==> src/rtl/pcswl_pkg.sv <==
// Shared types, sizes and helpers for the per-client sliding window limiter.
// Used by every module of the block; depends on nothing.
`timescale 1ns / 1ps
package pcswl_pkg;

  localparam int NUM_CLIENTS = 16;
  localparam int MAX_SLOTS   = 8;
  localparam int TIME_BITS   = 32;

  localparam int ENT_W     = (NUM_CLIENTS > 1) ? $clog2(NUM_CLIENTS) : 1;
  localparam int SLOT_W    = (MAX_SLOTS > 1) ? $clog2(MAX_SLOTS) : 1;
  localparam int CNT_W     = $clog2(MAX_SLOTS + 1);
  localparam int MEM_DEPTH = NUM_CLIENTS * MAX_SLOTS;
  localparam int MEM_AW    = (MEM_DEPTH > 1) ? $clog2(MEM_DEPTH) : 1;

  // configuration register indexes
  localparam logic [1:0] REG_QUERY_LIMIT = 2'd0;
  localparam logic [1:0] REG_WINDOW      = 2'd1;

  localparam logic [3:0]  MAXQ_RESET   = 4'd5;
  localparam logic [15:0] WINDOW_RESET = 16'd10;

  typedef logic [TIME_BITS-1:0] stamp_t;

  typedef enum logic [1:0] {
    VERDICT_ADMIT = 2'd0,
    VERDICT_LIMIT = 2'd1,
    VERDICT_FULL  = 2'd2
  } verdict_t;

  typedef struct packed {
    logic [31:0] client_addr;
    logic [31:0] now_seconds;
  } query_t;

  typedef struct packed {
    verdict_t   verdict;
    logic [3:0] recent_count;
  } result_t;

  // age modulo 2^TIME_BITS, strictly greater than the window
  function automatic logic stamp_expired(stamp_t stamp, stamp_t now, logic [15:0] win);
    stamp_t      age;
    logic [63:0] age_w;
    logic [63:0] win_w;
    age   = now - stamp;
    age_w = 64'(age);
    win_w = 64'(win);
    return age_w > win_w;
  endfunction

  // (head + k) mod MAX_SLOTS, with head and k both below MAX_SLOTS
  function automatic logic [SLOT_W-1:0] wrap_slot(logic [SLOT_W-1:0] head,
                                                  logic [CNT_W-1:0] k);
    logic [CNT_W:0] s;
    s = (CNT_W + 1)'(head) + (CNT_W + 1)'(k);
    if (s >= (CNT_W + 1)'(MAX_SLOTS)) begin
      s = s - (CNT_W + 1)'(MAX_SLOTS);
    end
    return SLOT_W'(s);
  endfunction

endpackage

==> src/rtl/pcswl_outq.sv <==
// Result queue: holds verdicts until the output side takes them.
// Depends on pcswl_pkg.
`timescale 1ns / 1ps
module pcswl_outq (
  input  logic                  clk,
  input  logic                  rst_n,
  input  logic                  res_push,
  input  pcswl_pkg::result_t    res_item,
  output logic                  res_full,
  output logic                  empty,
  input  logic                  pop,
  output logic [1:0]            out_verdict,
  output logic [3:0]            out_recent_count
);
  import pcswl_pkg::*;

  result_t    slot_r [2];
  logic       wptr_r;
  logic       rptr_r;
  logic [1:0] cnt_r;
  logic       do_wr;
  logic       do_rd;

  assign res_full         = (cnt_r == 2'd2);
  assign empty            = (cnt_r == 2'd0);
  assign out_verdict      = slot_r[rptr_r].verdict;
  assign out_recent_count = slot_r[rptr_r].recent_count;
  assign do_wr            = res_push && !res_full;
  assign do_rd            = pop && !empty;

  // store result
  always_ff @(posedge clk) begin
    if (do_wr) begin
      slot_r[wptr_r] <= res_item;
    end
  end

  // advance pointers and fill count
  always_ff @(posedge clk) begin
    if (!rst_n) begin
      wptr_r <= 1'b0;
      rptr_r <= 1'b0;
      cnt_r  <= 2'd0;
    end else begin
      if (do_wr) wptr_r <= !wptr_r;
      if (do_rd) rptr_r <= !rptr_r;
      cnt_r <= cnt_r + {1'b0, do_wr} - {1'b0, do_rd};
    end
  end

endmodule

==> config.mk <==
export PLATFORM = sky130hd
export DESIGN_NAME = pcswl_outq
export DESIGN_NICKNAME = d
export VERILOG_FILES = /design/src/rtl/pcswl_pkg.sv /design/src/rtl/pcswl_outq.sv
export SDC_FILE = /design/constraint.sdc
export NUM_CORES = 1
export LEC_CHECK = 0
export ABC_CLOCK_PERIOD_IN_PS = 4550
export BUFFER_PORTS_ARGS = -buffer_cell sky130_fd_sc_hd__buf_2
export CORE_MARGIN = 2
export CORE_UTILIZATION = 40
export CTS_CLUSTER_DIAMETER = 30
export DETAILED_ROUTE_END_ITERATION = 6
export HOLD_SLACK_MARGIN = 0.02
export SLEW_MARGIN = 25
export SYNTH_ARGS = -nofsm -noshare
export SYNTH_HDL_FRONTEND = slang
export SYNTH_SLANG_ARGS = --single-unit
==> constraint.sdc <==
create_clock -name clk -period 4.55 [get_ports clk]
set_input_delay 0.91 -clock clk [delete_from_list [all_inputs] [get_ports clk]]
set_output_delay 0.91 -clock clk [all_outputs]
set_load 0.05 [all_outputs]
==> flow_summary_export.csv <==
group,metric,value,unit
placement,pre_cts_ws,2.376,ns
yosys,synth_area_leaders,"edfxtp_1, dfxtp_1, mux2_2",
yosys,synth_cell_type_count,17,
drt,ant_nets,0,
yosys,synth.top_cell.area_share,0.5383,
clock_tree,clk_pin_slew_worst_paths,0.09,ns
timing,skew,0.0006175,ns
timing,worst_slack,2.308,ns
timing,drv_slew,0,
power_and_ir_drop,power_frac_comb,0.426,
timing,setup_viol,0,
final_layout,nets,79,
worst_hold_path,hold_path.class,"flip-flop to flip-flop",
critical_path,required,3.64,ns
clock_tree,cts_tree,"done",
timing,max_slew_margin,0.6537,
clock_tree,cts_hold_buf,0,
placement,dp_hpwl,768.2,um
drt,dr.pass1.iters,2,
global_routing,top_usage_layer,"met2",
timing,grt_setup_unrepaired,"false",
placement,dpl_cell_area,769.5,um^2
global_routing,grt_pass1_wl,1552,um
yosys,synth_fa_ha_area_frac,0.03738,
final_layout,drive_gt1_frac,0.4394,
clock_tree,postCtsSetupBuffers,0,
yosys,ys_seq_area_frac,0.6879,
drt,avgViaCountPerCell,4.805,
drt,via_count,394,
worst_hold_path,min-delay-start,"wptr_r",
die,rows,14,
placement,place.port_buffers,17,
clock_tree,clockBufferDepth,2,
critical_path,regToRegStartpoint,"cnt_r[0]",
timing,fmax,446.0,MHz
global_routing,grt_util_met1,0.09115,
drt,wirelength,961,um
timing,fin_crit_sh,0.4927,
die,fp.dieArea,2017,um^2
global_routing,grtUsageTotal,0.1174,
die,initial_core_util,0.4343,
clock_tree,cts_buffers,3,
final_layout,syn_to_final_growth,19.07,%
yosys,synth_compound_area_frac,0.01308,
drt,drtIter0Drc,7,
yosys,synth_mux_area_frac,0.1159,
timing,tightest_slew,0.5175,ns
die,coreArea,1541,um^2
yosys,synth_top_family_by_area,"multiplexers",
critical_path,criticalPathCategory,"flip-flop to output pin",
power_and_ir_drop,p_sw_frac,0.4181,
global_routing,grt_max_degree,11,
critical_path,start_kind,"flip-flop",
final_layout,fin_area,797.0,um^2
die,dieWidth,44.91,um
die,num_io_pins,18,
yosys,synthXorXnorAreaFrac,0.02617,
yosys,yosysWarnings,0,
power_and_ir_drop,ir_drop,0.3514,mV
timing,final_hold_viol_count,0,
critical_path,cp.arrival,1.33,ns
yosys,synthSimpleGateAreaFrac,0.09533,
timing,tns,0,ns
power_and_ir_drop,p_sw,0.2199,mW
power_and_ir_drop,intPower,0.3060,mW
clock_tree,htree_levels,1,
global_routing,met2_usage,0.2319,
clock_tree,clk-insertion-delay-late,0.28,ns
drt,drc_errors,0,
global_routing,grt_use_met3,0.07200,
power_and_ir_drop,pwr-share-clk,0.145,
critical_path,worst-path-max-fanout,6,
die,die_h,44.91,um
drt,drt-wirelength-per-cell,11.72,um
clock_tree,ctsResizeCount,0,
clock_tree,root_buffer,"clkbuf_4",
power_and_ir_drop,finalPower,0.5259,mW
global_routing,grt-ovfl-total,0,
yosys,netlist_area,669.4,um^2
global_routing,grt_pass1_vias,409,
run,cap_violations,0,
yosys,synth-seq-cells,17,
yosys,synth_nets,58,
global_routing,antenna_found_initial,0,
power_and_ir_drop,cellPowerDensity,659.8,nW/um^2
yosys,yosysTopAreaCell,"edfxtp_1",
placement,place_congestion,0.6464,
run_status,status,"completed",
yosys,syn_inst,46,
yosys,syn_area_per_cell,14.55,um^2
critical_path,worstSetupEndpointType,"output pin",
power_and_ir_drop,p_seq_frac,0.429,
timing,min_period,2.242,ns
final_layout,antenna_cells,0,
power_and_ir_drop,leakage,0.3484,nW
clock_tree,clock_sinks,17,
## placed cells by master (no fill, tap or decap), types with 2 or more instances in the layout
cell and instances:
nand2b_1 2, clkbuf_4 3, ha_1 2, edfxtp_1 12, nand2_1 2, dfxtp_1 5, mux2_2 6, buf_2 17
nor2_1 5, inv_1 3
## stage by stage
stage	utilization	cells	hold WS (ns)
6_report	0.5170	82	0.4871
5_1_grt	0.5170	82	0.5266
4_1_cts	0.5170	82	0.4946
3_5_place_dp	0.4992	78	0.4782
3_3_place_gp	0.4992	78	0.4799
2_1_floorplan	-	46	0.4549
## path summary, 6_finish.rpt
| check | end | slack [ns] | cells past startpoint |
|---|---|---|---|
| worst max register to register | cnt_r[1] | 2.86 | 8 |
| worst max-delay path | out_recent_count[1] | 2.31 | 2 |
| worst min register to register | wptr_r | 0.49 | 2 |
| worst min-delay path | wptr_r | 0.49 | 2 |
## state kept, by name (all words and copies together) (netlist names), named ones only
name	cells
slot_r	12
wptr_r	1
cnt_r	2
rptr_r	1
## cells by family after synthesis
kind of cell,Yosys count
AOI/OAI and AO/OA,1
xor gates and xnor gates,2
adders and majority gates,2
muxes,7
DFF,17
and+or+nand+nor,13
buffers and inverters,4
## critical path, cell delays in order, from the launching register on
cell and delay [ns]:
dfxtp_1 0.48, mux2_2 0.36, buf_2 0.21
## layout make-up
class                   instances  area (um^2)
repair buffers                 17        85.08
multi-input cells              25        192.7
fillers                       143        744.5
well taps                      16        20.02
clock buffers                   3        22.52
inverters                       3        11.26
flip-flops and latches         17        460.4
clock inverters                 1        5.005
## metal layers
layer  part of all wire  vias to the layer above
met2               0.55                       16
met4                  0                        0
met3              0.075                        0
li1                   -                      200
met1               0.38                      178
met5                  0                        -
## synth_stat cells, drive strengths merged
master	n
nor3	1
ha	2
and3	1
mux2	6
xor2	1
o21a	1
xnor2	1
dfxtp	5
inv	3
edfxtp	12
buf	1
nand2b	2
mux2i	1
and2	2
nand2	2
nor2	5
## power groups by stage
stage	sequential [mW]	combinational, mW	clock [mW]
final	0.226	0.224	0.0762
after floorplan	0.218	0.194	0
after CTS	0.227	0.227	0.0818
after global routing	0.231	0.242	0.0902
after detailed placement	0.231	0.226	0
after global placement	0.230	0.225	0
(Power assumes the default switching activity.)
