`config.mk`:
```
export PLATFORM = sky130hd
export DESIGN_NAME = pcswl_front
export DESIGN_NICKNAME = d
export VERILOG_FILES = /design/src/rtl/pcswl_pkg.sv /design/src/rtl/pcswl_front.sv
export SDC_FILE = /design/constraint.sdc
export NUM_CORES = 1
export LEC_CHECK = 0
export ABC_AREA = 1
export BUFFER_PORTS_ARGS = -buffer_cell sky130_fd_sc_hd__buf_2
export CORE_UTILIZATION = 47
export DETAILED_ROUTE_END_ITERATION = 8
export HOLD_SLACK_MARGIN = 0.1
export PLACE_DENSITY = 0.75
export SYNTH_ARGS = -nofsm -noshare
export SYNTH_HDL_FRONTEND = slang
export SYNTH_SLANG_ARGS = --single-unit
```
`constraint.sdc`:
```
create_clock -name clk -period 3.9 [get_ports clk]
set_input_delay 0.78 -clock clk [delete_from_list [all_inputs] [get_ports clk]]
set_output_delay 0.78 -clock clk [all_outputs]
set_load 0.02 [all_outputs]
```
`src/rtl/pcswl_pkg.sv`:
```
// Shared types, sizes and helpers for the per-client sliding window limiter.
// Used by every module of the block; depends on nothing.
`timescale 1ns / 1ps
package pcswl_pkg;

  localparam int NUM_CLIENTS = 16;
  localparam int MAX_SLOTS   = 8;
  localparam int TIME_BITS   = 32;

  localparam int ENT_W     = (NUM_CLIENTS > 1) ? $clog2(NUM_CLIENTS) : 1;
  localparam int SLOT_W    = (MAX_SLOTS > 1) ? $clog2(MAX_SLOTS) : 1;
  localparam int CNT_W     = $clog2(MAX_SLOTS + 1);
  localparam int MEM_DEPTH = NUM_CLIENTS * MAX_SLOTS;
  localparam int MEM_AW    = (MEM_DEPTH > 1) ? $clog2(MEM_DEPTH) : 1;

  // configuration register indexes
  localparam logic [1:0] REG_QUERY_LIMIT = 2'd0;
  localparam logic [1:0] REG_WINDOW      = 2'd1;

  localparam logic [3:0]  MAXQ_RESET   = 4'd5;
  localparam logic [15:0] WINDOW_RESET = 16'd10;

  typedef logic [TIME_BITS-1:0] stamp_t;

  typedef enum logic [1:0] {
    VERDICT_ADMIT = 2'd0,
    VERDICT_LIMIT = 2'd1,
    VERDICT_FULL  = 2'd2
  } verdict_t;

  typedef struct packed {
    logic [31:0] client_addr;
    logic [31:0] now_seconds;
  } query_t;

  typedef struct packed {
    verdict_t   verdict;
    logic [3:0] recent_count;
  } result_t;

  // age modulo 2^TIME_BITS, strictly greater than the window
  function automatic logic stamp_expired(stamp_t stamp, stamp_t now, logic [15:0] win);
    stamp_t      age;
    logic [63:0] age_w;
    logic [63:0] win_w;
    age   = now - stamp;
    age_w = 64'(age);
    win_w = 64'(win);
    return age_w > win_w;
  endfunction

  // (head + k) mod MAX_SLOTS, with head and k both below MAX_SLOTS
  function automatic logic [SLOT_W-1:0] wrap_slot(logic [SLOT_W-1:0] head,
                                                  logic [CNT_W-1:0] k);
    logic [CNT_W:0] s;
    s = (CNT_W + 1)'(head) + (CNT_W + 1)'(k);
    if (s >= (CNT_W + 1)'(MAX_SLOTS)) begin
      s = s - (CNT_W + 1)'(MAX_SLOTS);
    end
    return SLOT_W'(s);
  endfunction

endpackage

```
`src/rtl/pcswl_front.sv`:
```
// Front queue: takes query transfers from the input side and holds them
// for the lookup engine. Depends on pcswl_pkg.
`timescale 1ns / 1ps
module pcswl_front (
  input  logic                  clk,
  input  logic                  rst_n,
  input  logic                  push,
  output logic                  full,
  input  logic [31:0]           in_client_addr,
  input  logic [31:0]           in_now_seconds,
  output logic                  q_valid,
  output pcswl_pkg::query_t     q_item,
  input  logic                  q_pop
);
  import pcswl_pkg::*;

  query_t     slot_r [2];
  logic       wptr_r;
  logic       rptr_r;
  logic [1:0] cnt_r;
  logic       do_wr;
  logic       do_rd;

  assign full    = (cnt_r == 2'd2);
  assign q_valid = (cnt_r != 2'd0);
  assign q_item  = slot_r[rptr_r];
  assign do_wr   = push && !full;
  assign do_rd   = q_pop && q_valid;

  // store incoming query
  always_ff @(posedge clk) begin
    if (do_wr) begin
      slot_r[wptr_r] <= '{client_addr: in_client_addr, now_seconds: in_now_seconds};
    end
  end

  // advance pointers and fill count
  always_ff @(posedge clk) begin
    if (!rst_n) begin
      wptr_r <= 1'b0;
      rptr_r <= 1'b0;
      cnt_r  <= 2'd0;
    end else begin
      if (do_wr) wptr_r <= !wptr_r;
      if (do_rd) rptr_r <= !rptr_r;
      cnt_r <= cnt_r + {1'b0, do_wr} - {1'b0, do_rd};
    end
  end

endmodule

```
==> metrics.csv, run 1 <==
metric,value,unit
async_flop_share,0,
yosysWarningCount,0,
synth_area_leaders,"edfxtp_1 74%, mux2_4 17%, buf_12 2.3%, dfxtp_1 1.9%, mux2_2 0.87%",
clockBufferDepth,2,
post-synth-top-count-cell,edfxtp_1,
finalCritPeriodShare,0.738,
critPathRequiredTime,3120,ps
port_buffers,133,
routed_wirelength,8.00,mm
post-route-drc-count,0,
post_cts_buffers,0,
holdCritStartpoint,in_now_seconds[22],
path_class,reg -> out,
power.density,683,nW/um2
slew_headroom,0.546,
rr_startpoint,cnt_r[0],
die_y,107,um
syn2layout_area_growth,25.0,%
synth_area_per_cell,21.9,um2
dieArea,11400,um2
fmax,348,MHz
grt_pass1_wl,12.4,mm
drt_pass1_iterations,4,
p_leak,2.59,nW
worst_pin_slew,680,ps
cts_resized,0,
wl_per_cell,15.0,um
ir_drop,357,uV
synthesis.area,5160,um2
rsz0062_at_grt,no,
fin_crit,2880,ps
finClkSkew,6.64,ps
drtIter0Drc,77,
layout-drive-gt1-share,0.583,
drv_slew,0,
num_rows,37,
synth_edf_count,128,
vias_per_cell,4.75,
hold_viol,0,
syn_nets,306,
synthesis.instances,236,
final_net_count,455,
hpwlAfterDp,5.25,mm
critPathLaunchType,register,
numCtsBuffers,17,
yosysTopAreaCell,edfxtp_1,
synth_cell_types,12,
n_antenna_cell,0,
hold_path.class,in -> reg,
grt_max_degree,36,
ant_nets,0,
status,"finished, final reports clean",
grtUsageTotal,0.150,
cap_viol_max_count,0,
setup_violations,0,
core,10500,um2
cts_hold_buf,0,
cts_htree_levels,4,
netlist.area_leader.share,0.744,
antenna_found_initial,0,
die_width,107,um
cp.arrival,2100,ps
cts_num_sinks,133,
holdWs,470,ps
routed-via-count,2538,
ys.flop_type,edfxtp_1,
grt_overflow,0,
yosys-top-cells-count,"128 x edfxtp_1, 60 x mux2_4, 9 x nand2_1",
crit_fanout,35,
cp-end-kind,primary output,
ys_ff_latch,133,
tns,0,ps
grt_pass1_vias,2655,
clk_pin_slew_worst_paths,60,ps
floorplan.initialDensity,0.491,
cts_tree,built,
seq_area_frac_synth,0.764,
clock_latency,500,ps
routabilityCongestion,0.687,
ctsRootBufferMaster,clkbuf_8,
num_io_pins,134,
critical path: stages (launching register included):
cell     delay, ps
dfxtp_4        710
buf_12         350
mux2_2         380
buf_2          160
area by class of cell:
cell class	instances	area (um2)
fillers	759	4050
flip-flops and latches	133	3950
multi-input cells	88	1070
repair buffers	137	721
clock buffers	24	470
well taps	136	170
clock inverters	8	52.6
inverters	8	30.0
registers in the layout, indices dropped and copies added (netlist names), named ones only:
name / count
wptr_r: 1
slot_r: 128
rptr_r: 1
cnt_r: 2
metrics by stage:
step / instance area, um2 / std cells / util / power [mW] / worst slack, ps
2_1_floorplan: 5170 / 236 / - / 2.83 / 962
3_3_place_gp: 5940 / 502 / 0.565 / 3.08 / 1510
3_5_place_dp: 5940 / 502 / 0.565 / 3.10 / 1500
4_1_cts: 6460 / 534 / 0.615 / 4.47 / 951
5_1_grt: 6460 / 534 / 0.615 / 4.62 / 900
6_report: 6460 / 534 / 0.615 / 4.41 / 1020
report_power, final:
part	total (mW)	internal, mW	switching, mW
logic	1.14	0.521	0.620
registers	1.92	1.81	0.104
clock network	1.35	0.827	0.527
total	4.41	3.16	1.25
cells in the final DEF (no fill, tap or decap):
master,count
a21oi_1,2
buf_12,2
buf_2,133
buf_4,2
clkbuf_1,4
clkbuf_16,16
clkbuf_8,4
clkinv_2,3
clkinvlp_4,5
dfxtp_1,4
dfxtp_4,1
edfxtp_1,128
ha_1,2
inv_1,7
inv_2,1
mux2_2,4
mux2_4,60
nand2_1,9
nand3_1,3
nor2_1,7
nor2_4,1
layer usage:
metal  global-route usage  share of wire  routed length (um)  up-vias
li1                     -              -                   -     1212
met1                0.176           0.43                3460     1226
met2                0.251           0.50                4000       94
met3               0.0571          0.059                 471        6
met4               0.0558         0.0094                  75        0
met5                    0              0                   0        -
path summary, 6_finish.rpt:
| kind | to | slack, ps | cells past startpoint |
|---|---|---|---|
| worst max-delay path | q_item[2] | 1020 | 3 |
| worst min-delay path | slot_r[1][22] | 470 | 1 |
| worst max register to register | slot_r[1][5] | 2080 | 5 |
| worst min register to register | register | 500 | 2 |
logic make-up (layout without fill, tap and decap cells):
family                     count (synthesis)  after routing  synth area share
adders and majority gates                  2              2           0.00484
muxes                                     64             64             0.183
buffers and inverters                     15            177            0.0313
and+or+nand+nor                           20             20            0.0153
DFF                                      133            133             0.764
AOI/OAI and AO/OA                          2              2           0.00194
No activity file was read; power rests on OpenSTA's default activity.
==> run 2: changes to the inputs <==
--- a/config.mk
+++ b/config.mk
@@ -7,10 +7,10 @@
 export LEC_CHECK = 0
 export ABC_AREA = 1
 export BUFFER_PORTS_ARGS = -buffer_cell sky130_fd_sc_hd__buf_2
-export CORE_UTILIZATION = 47
+export CORE_UTILIZATION = 52
 export DETAILED_ROUTE_END_ITERATION = 8
 export HOLD_SLACK_MARGIN = 0.1
-export PLACE_DENSITY = 0.75
+export PLACE_DENSITY = 0.79
 export SYNTH_ARGS = -nofsm -noshare
 export SYNTH_HDL_FRONTEND = slang
 export SYNTH_SLANG_ARGS = --single-unit
==> constraint.sdc (replaced) <==
create_clock -name clk -period 2.95 [get_ports clk]
set_input_delay 0.59 -clock clk [delete_from_list [all_inputs] [get_ports clk]]
set_output_delay 0.59 -clock clk [all_outputs]
set_load 0.02 [all_outputs]
==> run 2 against run 1 <==
Effect of this change: sequential cell count is the same; combinational power grew 39%; first-iteration DRC count grew 27%; non-clock buffer count grew 2; via count grew 2.2%; critical path type unchanged; global-route usage grew 1.4 points.
==> metrics.csv, run 2 (synthesized netlist as in run 1, its figures left out) <==
metric,value,unit
grt_max_degree,41,
p_leak,2.60,nW
clk_pin_slew_worst_paths,50,ps
crit_buf_inv,2,
holdWs,280,ps
routabilityCongestion,0.654,
critPathLaunchType,register,
num_rows,36,
holdCritStartpoint,in_client_addr[5],
critPathRequiredTime,2360,ps
ant_nets,0,
multi_input_area,1070,um2
fin_util,0.666,
grt_pass1_wl,12.0,mm
layout-drive-gt1-share,0.576,
rr_startpoint,cnt_r[0],
drt_pass1_iterations,6,
cp_cell_sequence,buf_4 > mux2_2 > buf_2,
grt_pass1_vias,2577,
fin_crit,2420,ps
syn2layout_area_growth,24.8,%
cts_num_sinks,133,
post-route-drc-count,0,
num_io_pins,134,
wl_per_cell,15.6,um
tns,0,ps
dieArea,10300,um2
reg.largest.list,"slot_r (128), cnt_r (2)",
finClkSkew,5.64,ps
clockBufferDepth,2,
grtUsageTotal,0.164,
crit_cells,3,
crit_path_end,q_item[63],
placed_area,5930,um2
ff2ff_setup_slack,1330,ps
vias_per_cell,4.91,
cts_htree_levels,4,
setup_violations,0,
cp-end-kind,primary output,
die_width,102,um
slew_headroom,0.636,
post_cts_buffers,0,
floorplan.initialDensity,0.533,
hpwlAfterDp,5.40,mm
n_antenna_cell,0,
cts_tree,built,
drtIter0Drc,98,
critPathSlowestCell,buf_4,
largest_reg_flops,128,
core,9680,um2
path_class,reg -> out,
numCtsBuffers,17,
antenna_found_initial,0,
rr_worst_depth,10,
drv_slew,0,
die_y,102,um
top_register,slot_r,
final_common_cell,buf_2,
crit_fanout,26,
final-seq-area,3950,um2
fill_cells,669,
port_buffers,133,
clock_latency,500,ps
cap_viol_max_count,0,
ctsRootBufferMaster,clkbuf_8,
cts_hold_buf,0,
fmax,413,MHz
hold_path.class,in -> reg,
cp_slowest_stage_delay,420,ps
final_net_count,457,
power.density,912,nW/um2
status,"finished, final reports clean",
layout_common_cells,"133 x buf_2, 128 x edfxtp_1, 60 x mux2_4, 16 x clkbuf_16, 9 x nand2_1",
grt_overflow,0,
finalCritPeriodShare,0.821,
final_area,6450,um2
rsz0062_at_grt,no,
routed_wirelength,8.24,mm
hold_viol,0,
timing.rr.end,cnt_r[1],
routed-via-count,2595,
ir_drop,612,uV
cp.arrival,1830,ps
critical_path.top_delay_family,buffers and inverters,
worst_pin_slew,545,ps
cts_resized,0,
-- run 2: cell count changes in the layout (fill, tap and decap cells not counted) --
cell,change
clkbuf_1,-2
clkinvlp_4,-5
buf_12,-1
bufinv_16,+2
buf_4,+3
clkbuf_8,-3
clkinv_1,+4
-- run 2: worst reg2reg max path, delay by kind of cell (launching register included) --
kind            cells  cell delay, ps
compound gates      1             130
fa+ha+maj           2             480
buf+inv             3             160
flops               1             350
simple gates        4             390
-- run 2: area by class of cell --
type / instances / area share
flip-flops and latches: 133 / 0.612
multi-input cells: 88 / 0.166
repair buffers: 139 / 0.112
clock buffers: 19 / 0.0654
well taps: 133 / 0.0258
clock inverters: 9 / 0.0140
inverters: 8 / 0.00466
-- run 2: where the power goes --
part,switching [mW],internal (mW),leakage [nW],total (mW)
Clock,0.663,1.16,0.253,1.83
Sequential,0.0764,2.40,1.24,2.47
Combinational,0.891,0.691,1.11,1.58
Total,1.63,4.25,2.60,5.88
-- run 2: worst min path at each step --
| stage | end | slack, ps | depth (start not counted) |
|---|---|---|---|
| final | slot_r[0][37] | 280 | 1 |
| after detailed placement | register | 490 | 2 |
| after floorplan | register | 470 | 2 |
| after CTS | slot_r[0][0] | 250 | 1 |
| after global placement | rptr_r | 480 | 2 |
| after global routing | slot_r[0][0] | 250 | 1 |
-- run 2: per-stage QoR --
step / std cells / worst slack (ps) / total power, mW
2_1_floorplan: 236 / 202 / 3.74
3_3_place_gp: 501 / 1050 / 4.07
3_5_place_dp: 501 / 1030 / 4.11
4_1_cts: 529 / 482 / 5.95
5_1_grt: 529 / 454 / 6.14
6_report: 529 / 528 / 5.88
-- run 2: per-layer routing --
metal	vias up	part of all wire	wire, um	global-route usage
li1	1214	-	-	-
met4	0	0.013	104	0.0814
met3	11	0.055	451	0.0545
met5	-	0	0	0
met1	1279	0.43	3540	0.190
met2	91	0.50	4140	0.274
==> run 3: changes to the inputs <==
--- a/config.mk
+++ b/config.mk
@@ -7,10 +7,10 @@
 export LEC_CHECK = 0
 export ABC_AREA = 1
 export BUFFER_PORTS_ARGS = -buffer_cell sky130_fd_sc_hd__buf_2
-export CORE_UTILIZATION = 52
+export CORE_UTILIZATION = 47
 export DETAILED_ROUTE_END_ITERATION = 8
 export HOLD_SLACK_MARGIN = 0.1
-export PLACE_DENSITY = 0.79
+export PLACE_DENSITY = 0.75
 export SYNTH_ARGS = -nofsm -noshare
 export SYNTH_HDL_FRONTEND = slang
 export SYNTH_SLANG_ARGS = --single-unit
==> constraint.sdc (replaced) <==
create_clock -name clk -period 2 [get_ports clk]
set_input_delay 0.4 -clock clk [delete_from_list [all_inputs] [get_ports clk]]
set_output_delay 0.4 -clock clk [all_outputs]
set_load 0.02 [all_outputs]
==> run 3 against run 2 <==
Effect of this change: the flow now finishes with violations (setup timing); core utilization rose by 6.7 points; register-to-register slack worse by 950 ps; global-route usage is 0.26 points higher; power increased by 62%; first-iteration DRC count fell by 32%; wire length grew 22%; setup slack got worse by 550 ps; sequential share of layout area fell by 10 points; largest cell class unchanged.
==> metrics.csv, run 3 (synthesized netlist as in run 1, its figures left out) <==
metric,value,unit
layout-drive-gt1-share,0.510,
grt_pass1_vias,2960,
layout_common_cells,"128 x edfxtp_1, 72 x buf_2, 64 x dlygate4sd3_1, 63 x mux2_4, 61 x buf_6",
ant_nets,0,
finalCritPeriodShare,1.01,
pwr-share-comb,0.345,
holdCritStartpoint,rst_n,
clockBufferDepth,2,
clk_pin_slew_worst_paths,60,ps
cp.arrival,1620,ps
holdPathStages,3,
grt_pass1_wl,14.0,mm
status,"finished, violations left",
drt_pass1_iterations,5,
routed-via-count,2902,
final_area,7700,um2
switching_share,0.279,
p_leak,3.09,nW
path_class,reg -> out,
dp_slack,377,ps
post-route-drc-count,0,
clock_latency,500,ps
critPathRequiredTime,1600,ps
drv_slew,0,
fin_crit,2020,ps
antenna_found_initial,0,
dieArea,11400,um2
rr_worst_depth,10,
finClkSkew,8.18,ps
wl_per_cell,16.6,um
routabilityCongestion,0.706,
timing.rr.end,cnt_r[1],
hold_path.class,in -> reg,
p_sw,2.66,mW
violations,setup timing,
ir_drop,701,uV
die_y,107,um
cts_htree_levels,4,
core,10500,um2
final_net_count,531,
grt_max_degree,46,
drtIter0Drc,67,
n_antenna_cell,0,
tns,-253,ps
power,9.52,mW
top_register,slot_r,
rr_startpoint,cnt_r[0],
crit_fanout,7,
ff2ff_setup_slack,380,ps
hpwlAfterDp,5.61,mm
power.density,1240,nW/um2
port_buffers,133,
reg.largest.list,"slot_r (128), cnt_r (2)",
vias_per_cell,4.77,
syn2layout_area_growth,49.1,%
num_io_pins,134,
slew_headroom,0.729,
cts_num_sinks,133,
cts_tree,built,
pwr-share-seq,0.384,
rsz0062_at_grt,yes,
setup_violations,28,
grt_overflow,0,
fmax,495,MHz
grtUsageTotal,0.166,
ctsRootBufferMaster,clkbuf_8,
hold_viol,0,
num_rows,37,
min_to,cnt_r[0],
routed_wirelength,10.1,mm
intPower,6.87,mW
clockPowerShare,0.272,
cap_viol_max_count,0,
critPathLaunchType,register,
cp-end-kind,primary output,
worst_pin_slew,406,ps
floorplan.initialDensity,0.491,
fin_ws,-20.0,ps
placed_area,6020,um2
numCtsBuffers,17,
largest_reg_flops,128,
holdWs,137,ps
final_common_cell,edfxtp_1,
fill_cells,648,
die_width,107,um
[run 3: layout make-up]
cell class                      instances  area (um2)  area share
Timing Repair Buffer                  213        1970       0.256
Inverter                                8        33.8     0.00439
Sequential cell                       133        3950       0.513
Clock buffer                           25         464      0.0603
Multi-Input combinational cell         88        1080       0.140
Clock inverter                          6        32.5     0.00422
Tap cell                              136         170      0.0221
[run 3: power groups by stage]
stage	registers, mW	logic (mW)	clock network (mW)
finish	3.65	3.28	2.59
global route	3.68	3.47	2.76
CTS	3.67	2.67	2.63
detailed placement	3.75	2.41	0
global placement	3.72	2.38	0
floorplan	3.67	1.84	0
[run 3: how the worst max path moves through the flow]
stage,start,end,slack [ps]
final,register,q_item[26],-20
after global routing,register,q_item[26],-80
after CTS,register,q_item[0],-70
after detailed placement,register,q_item[0],380
after global placement,register,q_item[0],370
after floorplan,cnt_r[0],slot_r[0][0],50
[run 3: per-stage QoR]
step                 util  std cells
finish              0.733        609
global route        0.733        609
CTS                 0.691        603
detailed placement  0.573        506
global placement    0.573        506
floorplan               -        236
[run 3: layer usage]
layer | GRT usage | share of wire
met1 | 0.189 | 0.40
met2 | 0.282 | 0.52
met3 | 0.0523 | 0.059
met4 | 0.0871 | 0.018
met5 | 0 | 0
[run 3: worst max-delay path, stage by stage (launching register included)]
cell	delay, ps
dfxtp_4	360
buf_12	140
clkbuf_16	170
mux2_4	310
buf_6	130
[run 3: timing repair]
| item | in CTS | in global routing |
|---|---|---|
| gates resized for setup | 30 | 97 |
| hold endpoints to repair | 128 | 0 |
| buffers inserted | 2 | 2 |
| hold buffers | 64 | 0 |
| setup endpoints to repair | 57 | 64 |
| cloned | 0 | 4 |
